===== src/rtl/core/tll_pkg.sv =====
`timescale 1ns / 1ps
`default_nettype none
package tll_pkg;

	localparam int POS_WIDTH_DEF   = 16;
	localparam int QUEUE_DEPTH_DEF = 4;
	localparam int KIND_W          = 4;
	localparam int OUT_POS_W       = 16;
	localparam int SLOTS           = 3;

	typedef enum logic [1:0] {
		MODE_IDLE,
		MODE_INT,
		MODE_WORD
	} mode_t;

	typedef enum logic [KIND_W-1:0] {
		KIND_INT   = 4'd0,
		KIND_IDENT = 4'd1,
		KIND_LET   = 4'd2,
		KIND_EXIT  = 4'd3,
		KIND_PLUS  = 4'd4,
		KIND_MINUS = 4'd5,
		KIND_STAR  = 4'd6,
		KIND_SLASH = 4'd7,
		KIND_EQ    = 4'd8,
		KIND_SEMI  = 4'd9,
		KIND_END   = 4'd10
	} kind_t;

	typedef struct packed {
		logic  hit;
		kind_t kind;
	} op_t;

	localparam logic [7:0] CH_PLUS  = 8'h2b;
	localparam logic [7:0] CH_MINUS = 8'h2d;
	localparam logic [7:0] CH_STAR  = 8'h2a;
	localparam logic [7:0] CH_SLASH = 8'h2f;
	localparam logic [7:0] CH_EQ    = 8'h3d;
	localparam logic [7:0] CH_SEMI  = 8'h3b;
	localparam logic [7:0] CH_SPACE = 8'h20;

	// first bytes of a word, first byte in the low lane
	localparam logic [31:0] WORD_LET  = 32'h0074656c;
	localparam logic [31:0] WORD_EXIT = 32'h74697865;

	function automatic logic is_digit(logic [7:0] b);
		return (b >= 8'h30) && (b <= 8'h39);
	endfunction

	function automatic logic is_alpha(logic [7:0] b);
		return ((b >= 8'h61) && (b <= 8'h7a)) || ((b >= 8'h41) && (b <= 8'h5a));
	endfunction

	function automatic op_t op_decode(logic [7:0] b);
		op_t r;
		r.hit  = 1'b1;
		r.kind = KIND_PLUS;
		unique case (b)
			CH_PLUS:  r.kind = KIND_PLUS;
			CH_MINUS: r.kind = KIND_MINUS;
			CH_STAR:  r.kind = KIND_STAR;
			CH_SLASH: r.kind = KIND_SLASH;
			CH_EQ:    r.kind = KIND_EQ;
			CH_SEMI:  r.kind = KIND_SEMI;
			default:  r.hit  = 1'b0;
		endcase
		return r;
	endfunction

	function automatic kind_t word_kind(mode_t m, logic is3, logic is4, logic [31:0] fc);
		kind_t k;
		if (m == MODE_INT)
			k = KIND_INT;
		else if (is3 && fc == WORD_LET)
			k = KIND_LET;
		else if (is4 && fc == WORD_EXIT)
			k = KIND_EXIT;
		else
			k = KIND_IDENT;
		return k;
	endfunction

endpackage
`default_nettype wire


===== src/rtl/core/tll_front.sv =====
`timescale 1ns / 1ps
`default_nettype none
module tll_front import tll_pkg::*; #(
	parameter int POS_WIDTH = POS_WIDTH_DEF,
	localparam int TOK_W = KIND_W + 2 * POS_WIDTH,
	localparam int REC_W = SLOTS * TOK_W + SLOTS
) (
	input  logic             clk,
	input  logic             arst_n,
	input  logic             in_valid,
	output logic             in_stall,
	input  logic [7:0]       ch,
	input  logic             has_byte,
	input  logic             end_of_input,
	input  logic             q_full,
	output logic             q_push,
	output logic [REC_W-1:0] q_rec
);

	localparam logic [POS_WIDTH-1:0] POS_MAX = '1;

	mode_t                mode_q, mode_d;
	logic [POS_WIDTH-1:0] tstart_q, tstart_d;
	logic [POS_WIDTH-1:0] tlen_q, tlen_d;
	logic [31:0]          fc_q, fc_d;
	logic [POS_WIDTH-1:0] pos_q, pos_d;

	logic                 accept;
	logic                 dig, alp, ext, brk;
	op_t                  op;
	mode_t                mode1;
	logic [POS_WIDTH-1:0] start1, len1, pos1;
	logic [31:0]          fc1;
	logic [TOK_W-1:0]     tok0, tok1, tok2;
	logic [SLOTS-1:0]     mask;

	assign in_stall = q_full;
	assign accept   = in_valid && !q_full;

	always_comb begin
		dig = is_digit(ch);
		alp = is_alpha(ch);
		op  = op_decode(ch);
		ext = has_byte && ((mode_q == MODE_INT && dig) ||
			(mode_q == MODE_WORD && (alp || dig)));
		brk = has_byte && !ext;

		// state once the byte is taken in
		mode1  = mode_q;
		start1 = tstart_q;
		len1   = tlen_q;
		fc1    = fc_q;
		if (ext) begin
			if (tlen_q < POS_WIDTH'(4))
				fc1 = fc_q | ({24'b0, ch} << {tlen_q[1:0], 3'b000});
			len1 = (tlen_q == POS_MAX) ? tlen_q : tlen_q + 1'b1;
		end else if (brk) begin
			start1 = pos_q;
			len1   = POS_WIDTH'(1);
			fc1    = {24'b0, ch};
			if (dig)
				mode1 = MODE_INT;
			else if (alp)
				mode1 = MODE_WORD;
			else
				mode1 = MODE_IDLE;
		end
		pos1 = (has_byte && pos_q != POS_MAX) ? pos_q + 1'b1 : pos_q;

		// slot 0: pending token closed by this byte
		mask[0] = brk && mode_q != MODE_IDLE;
		tok0 = {word_kind(mode_q, tlen_q == POS_WIDTH'(3), tlen_q == POS_WIDTH'(4), fc_q),
			tstart_q, tlen_q};

		// slot 1: operator, or the token still open at end of input
		if (brk && op.hit) begin
			mask[1] = 1'b1;
			tok1    = {op.kind, pos_q, POS_WIDTH'(1)};
		end else begin
			mask[1] = end_of_input && mode1 != MODE_IDLE;
			tok1    = {word_kind(mode1, len1 == POS_WIDTH'(3), len1 == POS_WIDTH'(4), fc1),
				start1, len1};
		end

		mask[2] = end_of_input;
		tok2    = {KIND_END, pos1, POS_WIDTH'(0)};

		if (end_of_input) begin
			mode_d   = MODE_IDLE;
			tstart_d = '0;
			tlen_d   = '0;
			fc_d     = '0;
			pos_d    = '0;
		end else begin
			mode_d   = mode1;
			tstart_d = start1;
			tlen_d   = len1;
			fc_d     = fc1;
			pos_d    = pos1;
		end
	end

	assign q_push = accept && (mask != '0);
	assign q_rec  = {tok2, tok1, tok0, mask};

	always_ff @(posedge clk or negedge arst_n) begin
		if (!arst_n) begin
			mode_q   <= MODE_IDLE;
			tstart_q <= '0;
			tlen_q   <= '0;
			fc_q     <= '0;
			pos_q    <= '0;
		end else if (accept) begin
			mode_q   <= mode_d;
			tstart_q <= tstart_d;
			tlen_q   <= tlen_d;
			fc_q     <= fc_d;
			pos_q    <= pos_d;
		end
	end

endmodule
`default_nettype wire


===== src/rtl/core/tll_queue.sv =====
`timescale 1ns / 1ps
`default_nettype none
module tll_queue import tll_pkg::*; #(
	parameter int WIDTH = 8,
	parameter int DEPTH = QUEUE_DEPTH_DEF,
	localparam int PTR_W = (DEPTH > 1) ? $clog2(DEPTH) : 1,
	localparam int CNT_W = $clog2(DEPTH + 1)
) (
	input  logic             clk,
	input  logic             arst_n,
	input  logic             push,
	input  logic [WIDTH-1:0] wdata,
	output logic             full,
	input  logic             pop,
	output logic             not_empty,
	output logic [WIDTH-1:0] rdata
);

	logic [WIDTH-1:0] entry_q [DEPTH];
	logic [PTR_W-1:0] wptr_q, rptr_q;
	logic [CNT_W-1:0] count_q;

	assign full      = (count_q == CNT_W'(DEPTH));
	assign not_empty = (count_q != '0);
	assign rdata     = entry_q[rptr_q];

	always_ff @(posedge clk) begin
		if (push)
			entry_q[wptr_q] <= wdata;
	end

	always_ff @(posedge clk or negedge arst_n) begin
		if (!arst_n) begin
			wptr_q  <= '0;
			rptr_q  <= '0;
			count_q <= '0;
		end else begin
			if (push)
				wptr_q <= (wptr_q == PTR_W'(DEPTH - 1)) ? '0 : wptr_q + 1'b1;
			if (pop)
				rptr_q <= (rptr_q == PTR_W'(DEPTH - 1)) ? '0 : rptr_q + 1'b1;
			if (push && !pop)
				count_q <= count_q + 1'b1;
			else if (pop && !push)
				count_q <= count_q - 1'b1;
		end
	end

endmodule
`default_nettype wire


===== src/rtl/core/tll_back.sv =====
`timescale 1ns / 1ps
`default_nettype none
module tll_back import tll_pkg::*; #(
	parameter int POS_WIDTH = POS_WIDTH_DEF,
	localparam int TOK_W = KIND_W + 2 * POS_WIDTH,
	localparam int REC_W = SLOTS * TOK_W + SLOTS
) (
	input  logic                 clk,
	input  logic                 arst_n,
	input  logic                 q_not_empty,
	input  logic [REC_W-1:0]     q_rec,
	output logic                 q_pop,
	output logic                 out_valid,
	input  logic                 out_stall,
	output logic [KIND_W-1:0]    kind,
	output logic [OUT_POS_W-1:0] start_pos,
	output logic [OUT_POS_W-1:0] length,
	output logic                 run_last
);

	logic [SLOTS-1:0]     done_q;
	logic [SLOTS-1:0]     remain, pick;
	logic [TOK_W-1:0]     tok;
	logic                 is_last, load;
	logic                 out_valid_q;
	logic [KIND_W-1:0]    kind_q;
	logic [OUT_POS_W-1:0] start_q, len_q;
	logic                 last_q;

	always_comb begin
		remain = q_rec[SLOTS-1:0] & ~done_q;
		if (remain[0]) begin
			pick = 3'b001;
			tok  = q_rec[SLOTS +: TOK_W];
		end else if (remain[1]) begin
			pick = 3'b010;
			tok  = q_rec[SLOTS + TOK_W +: TOK_W];
		end else begin
			pick = 3'b100;
			tok  = q_rec[SLOTS + 2 * TOK_W +: TOK_W];
		end
		is_last = (remain & ~pick) == '0;
	end

	// output register takes a token when empty or draining
	assign load  = q_not_empty && (!out_valid_q || !out_stall);
	assign q_pop = load && is_last;

	always_ff @(posedge clk or negedge arst_n) begin
		if (!arst_n) begin
			done_q      <= '0;
			out_valid_q <= 1'b0;
		end else begin
			if (load)
				done_q <= is_last ? '0 : (done_q | pick);
			if (load)
				out_valid_q <= 1'b1;
			else if (!out_stall)
				out_valid_q <= 1'b0;
		end
	end

	always_ff @(posedge clk) begin
		if (load) begin
			kind_q  <= tok[TOK_W-1 -: KIND_W];
			start_q <= OUT_POS_W'(tok[POS_WIDTH +: POS_WIDTH]);
			len_q   <= OUT_POS_W'(tok[POS_WIDTH-1:0]);
			last_q  <= is_last;
		end
	end

	assign out_valid = out_valid_q;
	assign kind      = kind_q;
	assign start_pos = start_q;
	assign length    = len_q;
	assign run_last  = last_q;

endmodule
`default_nettype wire


===== src/rtl/core/toy_language_lexer.sv =====
// byte-stream lexer: one source byte in, zero to three tokens out
// input channel: in_valid/in_stall with ch, has_byte, end_of_input;
//   has_byte low with end_of_input high is a bare end marker
// output channel: out_valid/out_stall with kind, start_pos, length, run_last;
//   run_last marks the final token caused by one input byte
// the front scanner takes one byte per cycle unless the queue is full and writes
//   the tokens it causes as one record into a small queue; the back end sends one
//   token per cycle unless out_stall holds it, through a registered output stage
// throughput: one byte per cycle while each byte causes at most one token and
//   out_stall stays low; a byte causing k tokens sends them one after another
//   through the single output register
// in_stall rises only when the queue is full, e.g. while out_stall is held
// out_stall freezes the output token; the front keeps scanning until the
//   queue fills
// reset clears the scan state, the position counter, the queue and the
//   output valid flag; after an end token the stream restarts at offset 0
`timescale 1ns / 1ps
`default_nettype none
module toy_language_lexer import tll_pkg::*; #(
	parameter int POS_WIDTH   = POS_WIDTH_DEF,
	parameter int QUEUE_DEPTH = QUEUE_DEPTH_DEF
) (
	input  logic                 clk,
	input  logic                 arst_n,
	input  logic                 in_valid,
	output logic                 in_stall,
	input  logic [7:0]           ch,
	input  logic                 has_byte,
	input  logic                 end_of_input,
	output logic                 out_valid,
	input  logic                 out_stall,
	output logic [KIND_W-1:0]    kind,
	output logic [OUT_POS_W-1:0] start_pos,
	output logic [OUT_POS_W-1:0] length,
	output logic                 run_last
);

	localparam int TOK_W = KIND_W + 2 * POS_WIDTH;
	localparam int REC_W = SLOTS * TOK_W + SLOTS;

	logic             q_push, q_full, q_pop, q_not_empty;
	logic [REC_W-1:0] push_rec, head_rec;

	tll_front #(.POS_WIDTH(POS_WIDTH)) u_front (
		.clk          (clk),
		.arst_n       (arst_n),
		.in_valid     (in_valid),
		.in_stall     (in_stall),
		.ch           (ch),
		.has_byte     (has_byte),
		.end_of_input (end_of_input),
		.q_full       (q_full),
		.q_push       (q_push),
		.q_rec        (push_rec)
	);

	tll_queue #(.WIDTH(REC_W), .DEPTH(QUEUE_DEPTH)) u_queue (
		.clk       (clk),
		.arst_n    (arst_n),
		.push      (q_push),
		.wdata     (push_rec),
		.full      (q_full),
		.pop       (q_pop),
		.not_empty (q_not_empty),
		.rdata     (head_rec)
	);

	tll_back #(.POS_WIDTH(POS_WIDTH)) u_back (
		.clk         (clk),
		.arst_n      (arst_n),
		.q_not_empty (q_not_empty),
		.q_rec       (head_rec),
		.q_pop       (q_pop),
		.out_valid   (out_valid),
		.out_stall   (out_stall),
		.kind        (kind),
		.start_pos   (start_pos),
		.length      (length),
		.run_last    (run_last)
	);

endmodule
`default_nettype wire


===== config.mk =====
export PLATFORM = sky130hd
export DESIGN_NAME = toy_language_lexer
export DESIGN_NICKNAME = d
export VERILOG_FILES = /design/src/rtl/core/tll_pkg.sv /design/src/rtl/core/tll_front.sv /design/src/rtl/core/tll_queue.sv /design/src/rtl/core/tll_back.sv /design/src/rtl/core/toy_language_lexer.sv
export SDC_FILE = /design/constraint.sdc
export NUM_CORES = 1
export LEC_CHECK = 0
export ABC_AREA = 1
export BUFFER_PORTS_ARGS = -buffer_cell sky130_fd_sc_hd__buf_2
export CORE_MARGIN = 5
export CORE_UTILIZATION = 40
export CTS_BUF_LIST = sky130_fd_sc_hd__clkbuf_4
export DETAILED_ROUTE_END_ITERATION = 10
export GPL_TIMING_DRIVEN = 0
export PLACE_DENSITY = 0.62
export REMOVE_ABC_BUFFERS = 1
export SYNTH_ARGS = -nofsm -noshare
export SYNTH_HDL_FRONTEND = slang
export SYNTH_HIERARCHICAL = 1
export SYNTH_SLANG_ARGS = --single-unit

===== constraint.sdc =====
create_clock -name clk -period 11.7 [get_ports clk]
set_clock_uncertainty 0.05 [all_clocks]
set_input_delay 1.17 -clock clk [delete_from_list [all_inputs] [get_ports clk]]
set_output_delay 1.17 -clock clk [all_outputs]
set_load 0.01 [all_outputs]

==> reports/summary.txt, run 1 <==
run status: finished, final reports clean
Die Height: 267.1 µm
FMAX: 228.5 MHz
non-filler cells, final: 3549
slowest stage delay, CP: 0.57 ns
top cell type by total area after synthesis: edfxtp_1
first-pass GRT wire length: 94900 µm
Worst EP required: 12.21 ns
die width: 267.1 µm
root buf cell: clkbuf_4
Worst Setup Path Type: input port to flip-flop
Rows: 94
net switching power: 2.400 mW
WL final: 60210 µm
post-layout instance area: 29410 µm²
worst-path maximum fanout: 78
min Tclk post-route: 4.377 ns
max_cap viols: 0
asr flop ratio synth: 16.20%
RD Place Congestion: 0.8562
Net Sw Frac: 36.35%
clock tree buffer depth: 3
wire per inst: 16.96 µm
Starting Density: 40.28%
die area: 71330 µm²
Max IR drop VDD: 0.0001717 V
Final Hold Fails: 0
share of layout cells above drive strength 1: 17.47%
Hold/Removal Path Class: input port to flip-flop
leakage: 12.34 nW
slowest CP cell: a21oi_1
most used cell, CP: nand2_1
GRT Util Overall: 17.01%
worst-margin pin slew: 1.081 ns
Ys Warns: 6
Synth Register Bits: 574
CP Launch Type: input port
Antenna Nets Post-Route: 0
clock slew at reported path FFs: 0.06 ns
Post-synth top flop: edfxtp_1
largest net degree at the start of global routing: 169
Post-synth EDFFs: 481
post_cts resized: 0
worst skew pair latency: 0.95 ns
CTS buffer count: 152
# clock sinks: 574
Power Density: 224.5 nW/µm²
final hold slack: 0.4220 ns
DRC: 0
Initial DRT Pass Iterations: 8
initial antenna violation count: 1
HPWL after DPL: 34960 µm
post-DR vias/cell: 5.045
clock network fraction of total power: 26.6%
crit-path cells: buf_2 -> inv_1 -> nand2_1 -> nor2_1 -> nand2_1 -> nand2_1 -> nand2_1 -> nand2_2 -> nand3_4 -> nand2_4 -> nand2_4 -> a21oi_1 -> o21ai_0 -> inv_1 -> nand2_1 -> inv_6 -> buf_16
DRT iter0 DRCs: 1334
post-synthesis sequential area ratio: 63.44%
CTS tree: yes
port buffer count: 52
placed insts: 3272
Max-slew headroom: 27.52%
Final setup violation count: 0
area grow syn2layout: 11.25%
Internal Power: 4.203 mW
dominant cells by area after synthesis: edfxtp_1 55%, nand2_1 9.3%, dfrtp_1 8.8%, inv_1 5.4%, o211ai_2 4.7%
register-to-register setup slack: 7.33 ns
Syn Inst Count: 2459
Synth top area share: 54.64%
Syn Area/Cell: 10.75 µm²
sequential share of power: 41.4%
RSZ-0062 raised after global routing: false
fin nets: 2587
Logic pwr share: 32.1%
CP arrival: 4.89 ns
Syn Std Cell Area: 26440 µm²
number of global-route vias before repair: 17810
fin crit share: 37.41%
Post-DP Area: 27420 µm²
aggregate global routing overflow: 0
Netlist cell types: 44
Core ar.: 65630 µm²
routed via count: 17900
fin. max-slew vios: 0
commonest non-fill, non-tap cell in the layout: nand2_1
critical path endpoint category: flip-flop
H-tree Lvls: 4
I/O Pins: 53
most frequent cells in the layout: 658 x nand2_1, 481 x edfxtp_1, 372 x inv_1
==> power groups by stage <==
stage	Combinational (mW)	Sequential, mW	Clock [mW]
global placement	2.11	2.89	0
floorplan	1.41	2.84	0
finish	2.12	2.73	1.76
global route	2.37	2.76	1.93
CTS	2.17	2.74	1.82
detailed placement	2.16	2.78	0
==> per-layer routing <==
metal	GRT usage, %	share of wire (%)
met1	21.41	43
met2	28.84	49
met3	3.555	5.2
met4	6.852	2.7
met5	0	0
==> state kept, by name, summed over array words and instances (netlist names), 3 cells and up <==
name and flops:
u_front/tstart_q 16, u_queue/count_q 3, u_back/done_q 3, u_front/fc_q 32, u_front/pos_q 16, u_back/kind 4, u_queue/entry_q 444, u_front/tlen_q 16
u_back/start_pos 16, u_back/length 16
==> kinds of logic after synthesis <==
| kind of cell | count (synthesis) | synth area share, % |
|---|---|---|
| AOI/OAI and AO/OA | 379 | 11.62 |
| xor gates and xnor gates | 16 | 0.5301 |
| adders and majority gates | 10 | 0.5017 |
| buffers and inverters | 528 | 8.950 |
| DFF | 574 | 63.44 |
| other | 2 | 0.02841 |
| and+or+nand+nor | 950 | 14.93 |
==> metrics by stage <==
| step | setup slack, ns | TNS, ns | utilization (%) | total power [mW] |
|---|---|---|---|---|
| final | 7.323 | 0 | 44.81 | 6.603 |
| after global routing | 7.037 | 0 | 44.81 | 7.063 |
| after CTS | 7.299 | 0 | 44.81 | 6.726 |
| after detailed placement | 6.340 | 0 | 41.78 | 4.937 |
| after global placement | -3.541 | -262.40 | 41.07 | 4.998 |
| after floorplan | 4.096 | 0 | - | 4.247 |
==> path summary, 6_finish.rpt <==
check | startpoint | end | cells past startpoint
min | out_stall | u_back/out_valid | 3
max in group asynchronous | arst_n | u_front/tstart_q[14] | 3
max reg2reg | u_queue/count_q[0] | u_front/fc_q[9] | 7
min in group asynchronous | arst_n | u_back/done_q[2] | 2
max | ch[7] | u_queue/entry_q[3][46] | 17
min reg2reg | u_queue/count_q[2] | u_queue/count_q[2] | 2
==> worst max-delay path: cells and delay by family <==
| family | cells | cell delay [ns] |
|---|---|---|
| AND/OR/NAND/NOR | 10 | 1.42 |
| buffers and inverters | 5 | 1.41 |
| AO/OA/AOI/OAI | 2 | 0.77 |
==> repair_timing <==
| item | in CTS | in global routing |
|---|---|---|
| endpoints found under the hold margin | 11 | 0 |
| setup buffers | 0 | 0 |
| hold buffers | 1 | 0 |
==> synthesized netlist by cell type (11+ instances only) <==
master    number
buf_4         33
nand2_1      658
nand3_1      107
clkbuf_1      25
o21ai_0       83
nand4_1       29
edfxtp_1     481
o211ai_2     100
dfrtp_1       93
xor2_1        15
o22ai_1       39
buf_2         57
buf_6         20
inv_1        378
nor3_1        14
o211ai_1     122
a21oi_1       11
nor2_1       104
==> layout make-up <==
| cell class | count | area [µm²] |
|---|---|---|
| inverter | 389 | 1499 |
| tap | 864 | 1081 |
| clock buffer | 238 | 1787 |
| multi-input combinational | 1377 | 7395 |
| sequential | 574 | 16770 |
| clock inverter | 37 | 192.7 |
| antenna | 1 | 2.502 |
| fill | 6127 | 36220 |
| timing repair buffer | 69 | 679.4 |
No activity file was read; power rests on OpenSTA's default activity.
==> run 2, diff against run 1 <==
--- a/config.mk
+++ b/config.mk
@@ -12,7 +12,7 @@
 export CTS_BUF_LIST = sky130_fd_sc_hd__clkbuf_4
 export DETAILED_ROUTE_END_ITERATION = 10
 export GPL_TIMING_DRIVEN = 0
-export PLACE_DENSITY = 0.62
+export PLACE_DENSITY = 0.64
 export REMOVE_ABC_BUFFERS = 1
 export SYNTH_ARGS = -nofsm -noshare
 export SYNTH_HDL_FRONTEND = slang
==> constraint.sdc (replaced) <==
create_clock -name clk -period 3.7 [get_ports clk]
set_clock_uncertainty 0.05 [all_clocks]
set_input_delay 0.37 -clock clk [delete_from_list [all_inputs] [get_ports clk]]
set_output_delay 0.37 -clock clk [all_outputs]
set_load 0.01 [all_outputs]
==> reports/summary.txt, run 2 (synthesis results as in run 1) <==
Initial DRT Pass Iterations: 7 (-1)
post-DR vias/cell: 5.049 (about the same)
FMAX: 281.6 MHz
Final Hold Fails: 0 (unchanged)
DRC: 0 (unchanged)
worst-path maximum fanout: 78 (unchanged)
min Tclk post-route: 3.552 ns
fin util: 45.41% (+0.59 points)
critical path endpoint category: flip-flop
Worst EP required: 4.27 ns (-7.94 ns)
Starting Density: 40.28% (unchanged)
RD Place Congestion: 0.8475 (-1.0%)
commonest non-fill, non-tap cell in the layout: nand2_1
Biggest register: u_queue/entry_q
Antenna Nets Post-Route: 0 (unchanged)
clock slew at reported path FFs: 0.06 ns (about the same)
CP Launch Type: input port
Internal Power: 13.48 mW (+220%)
Worst Setup Path Type: input port to flip-flop
port buffer count: 52 (unchanged)
CTS tree: yes
total power: 21.10 mW (+220%)
Hold/Removal Path Class: input port to flip-flop
non-filler cells, final: 3577 (+0.79%)
worst-margin pin slew: 1.156 ns (+0.07507 ns)
wire per inst: 17.34 µm (+2.2%)
root buf cell: clkbuf_4
die area: 71330 µm² (unchanged)
area grow syn2layout: 12.72%
R2R Path Start: u_front/mode_q[0]
placed insts: 3271 (-0.031%)
final hold slack: 0.1216 ns (-0.3004 ns)
run status: finished, final reports clean
I/O Pins: 53 (unchanged)
H-tree Lvls: 4 (unchanged)
Setup Slack @ Placement: -1.133 ns (-7.474 ns)
CTS buffer count: 154 (+1.3%)
number of global-route vias before repair: 18340 (+3.0%)
clock network fraction of total power: 26.8% (+0.2 points)
max_cap viols: 0 (unchanged)
Power Density: 708.0 nW/µm² (+220%)
post-layout instance area: 29800 µm² (+1.3%)
net switching power: 7.621 mW (+220%)
leakage: 12.51 nW (+1.4%)
Die Height: 267.1 µm (unchanged)
Final WS setup: 0.1484 ns (-7.175 ns)
fin crit share: 95.99%
hold_sp: out_stall
register area: 16780 µm² (about the same)
HPWL after DPL: 35090 µm (+0.39%)
Net Sw Frac: 36.12% (-0.22 points)
WL final: 62030 µm (+3.0%)
GRT Util Overall: 17.10% (+0.096 points)
initial antenna violation count: 2 (+1)
Logic pwr share: 32.3% (+0.2 points)
worst skew pair latency: 0.98 ns (+0.03 ns)
CP Launch Point: ch[7]
fin nets: 2610 (+0.89%)
most frequent cells in the layout: 658 x nand2_1, 481 x edfxtp_1, 372 x inv_1
sequential share of power: 40.9% (-0.5 points)
Rows: 94 (unchanged)
DRT iter0 DRCs: 1124 (-16%)
first-pass GRT wire length: 95830 µm (+0.98%)
RSZ-0062 raised after global routing: false
aggregate global routing overflow: 0 (unchanged)
area of the multi-input gates: 7445 µm² (+0.68%)
die width: 267.1 µm (unchanged)
Max IR drop VDD: 0.0005288 V (+210%)
largest net degree at the start of global routing: 169 (unchanged)
setup TNS: 0 ns (unchanged)
fin. max-slew vios: 0 (unchanged)
Max-slew headroom: 22.36% (-5.2 points)
share of layout cells above drive strength 1: 17.61% (+0.14 points)
Post-DP Area: 27400 µm² (about the same)
Core ar.: 65630 µm² (unchanged)
Largest regs: u_queue/entry_q (444), u_front/fc_q (32)
clock tree buffer depth: 3 (unchanged)
Filler cells: 6056 (-1.2%)
Final setup violation count: 0 (unchanged)
# clock sinks: 574 (unchanged)
Largest register FFs: 444 (unchanged)
CP arrival: 4.12 ns (-0.77 ns)
routed via count: 18060 (+0.88%)
run 2: cell types whose count changed in the layout (fill, tap and decap cells not counted), moves of 3 or more:
| cell | before | now |
|---|---|---|
| clkinv_1 | 24 | 31 |
| inv_6 | 5 | 0 |
| clkbuf_16 | 0 | 3 |
| bufinv_8 | 0 | 3 |
| dlygate4sd3_1 | 1 | 14 |
| inv_2 | 12 | 8 |
| buf_4 | 0 | 4 |
| clkinv_2 | 3 | 6 |
| diode_2 | 1 | 5 |
| nor2_4 | 3 | 6 |
run 2: metal layers:
layer / up-vias / part of all wire, % / track usage [%]
met5: - / 0 / 0
met4: 0 / 2.7 / 7.032
met3: 115 / 5.2 / 3.813
met2: 492 / 49 / 28.85
met1: 8771 / 43 / 21.45
li1: 8683 / - / -
run 2: path summary, 6_finish.rpt:
check / slack [ns] / to / cells after the start
worst max-delay path: 0.15 / u_queue/entry_q[2][76] / 18
worst min-delay path: 0.12 / u_back/out_valid / 4
worst max register to register: 0.24 / u_queue/entry_q[2][76] / 12
worst min register to register: 0.45 / u_queue/count_q[2] / 2
max in group asynchronous: 2.81 / u_front/tstart_q[14] / 4
min in group asynchronous: 0.46 / u_front/fc_q[8] / 4
run 2: critical path, stage by stage:
cell	delay [ns]
dlygate4sd3_1	0.54
buf_2	0.16
inv_1	0.14
nand2_1	0.09
nor2_1	0.18
nand2_1	0.09
nand2_1	0.07
nand2_1	0.06
nand2_2	0.08
nand3_4	0.15
nand2_4	0.14
nand2_8	0.33
a21oi_4	0.33
o21ai_0	0.14
inv_1	0.24
nand2_1	0.08
bufinv_8	0.46
clkbuf_16	0.38
run 2: power by group through the flow:
stage	clock, mW	sequential (mW)	combinational [mW]
after floorplan	0	8.98	4.34
after global placement	0	9.07	5.73
after detailed placement	0	8.78	6.77
after CTS	5.85	8.65	6.81
after global routing	6.22	8.72	7.58
final	5.65	8.64	6.81
run 2: cell type report:
type / instances / share of cell area, %
sequential: 574 / 56.31
multi-input combinational: 1379 / 24.98
clock buffer: 236 / 5.946
inverter: 389 / 5.169
tap: 864 / 3.628
timing repair buffer: 88 / 3.082
clock inverter: 42 / 0.8398
antenna: 5 / 0.04199
run 2: what timing repair did:
item                                   in CTS  in global routing
endpoints found under the hold margin     189                  0
resized for setup                           7                 13
cloned                                      1                  4
pin swaps                                   1                  3
setup endpoints to repair                 353                301
hold buffers                               15                  0
buffers inserted                            0                  3
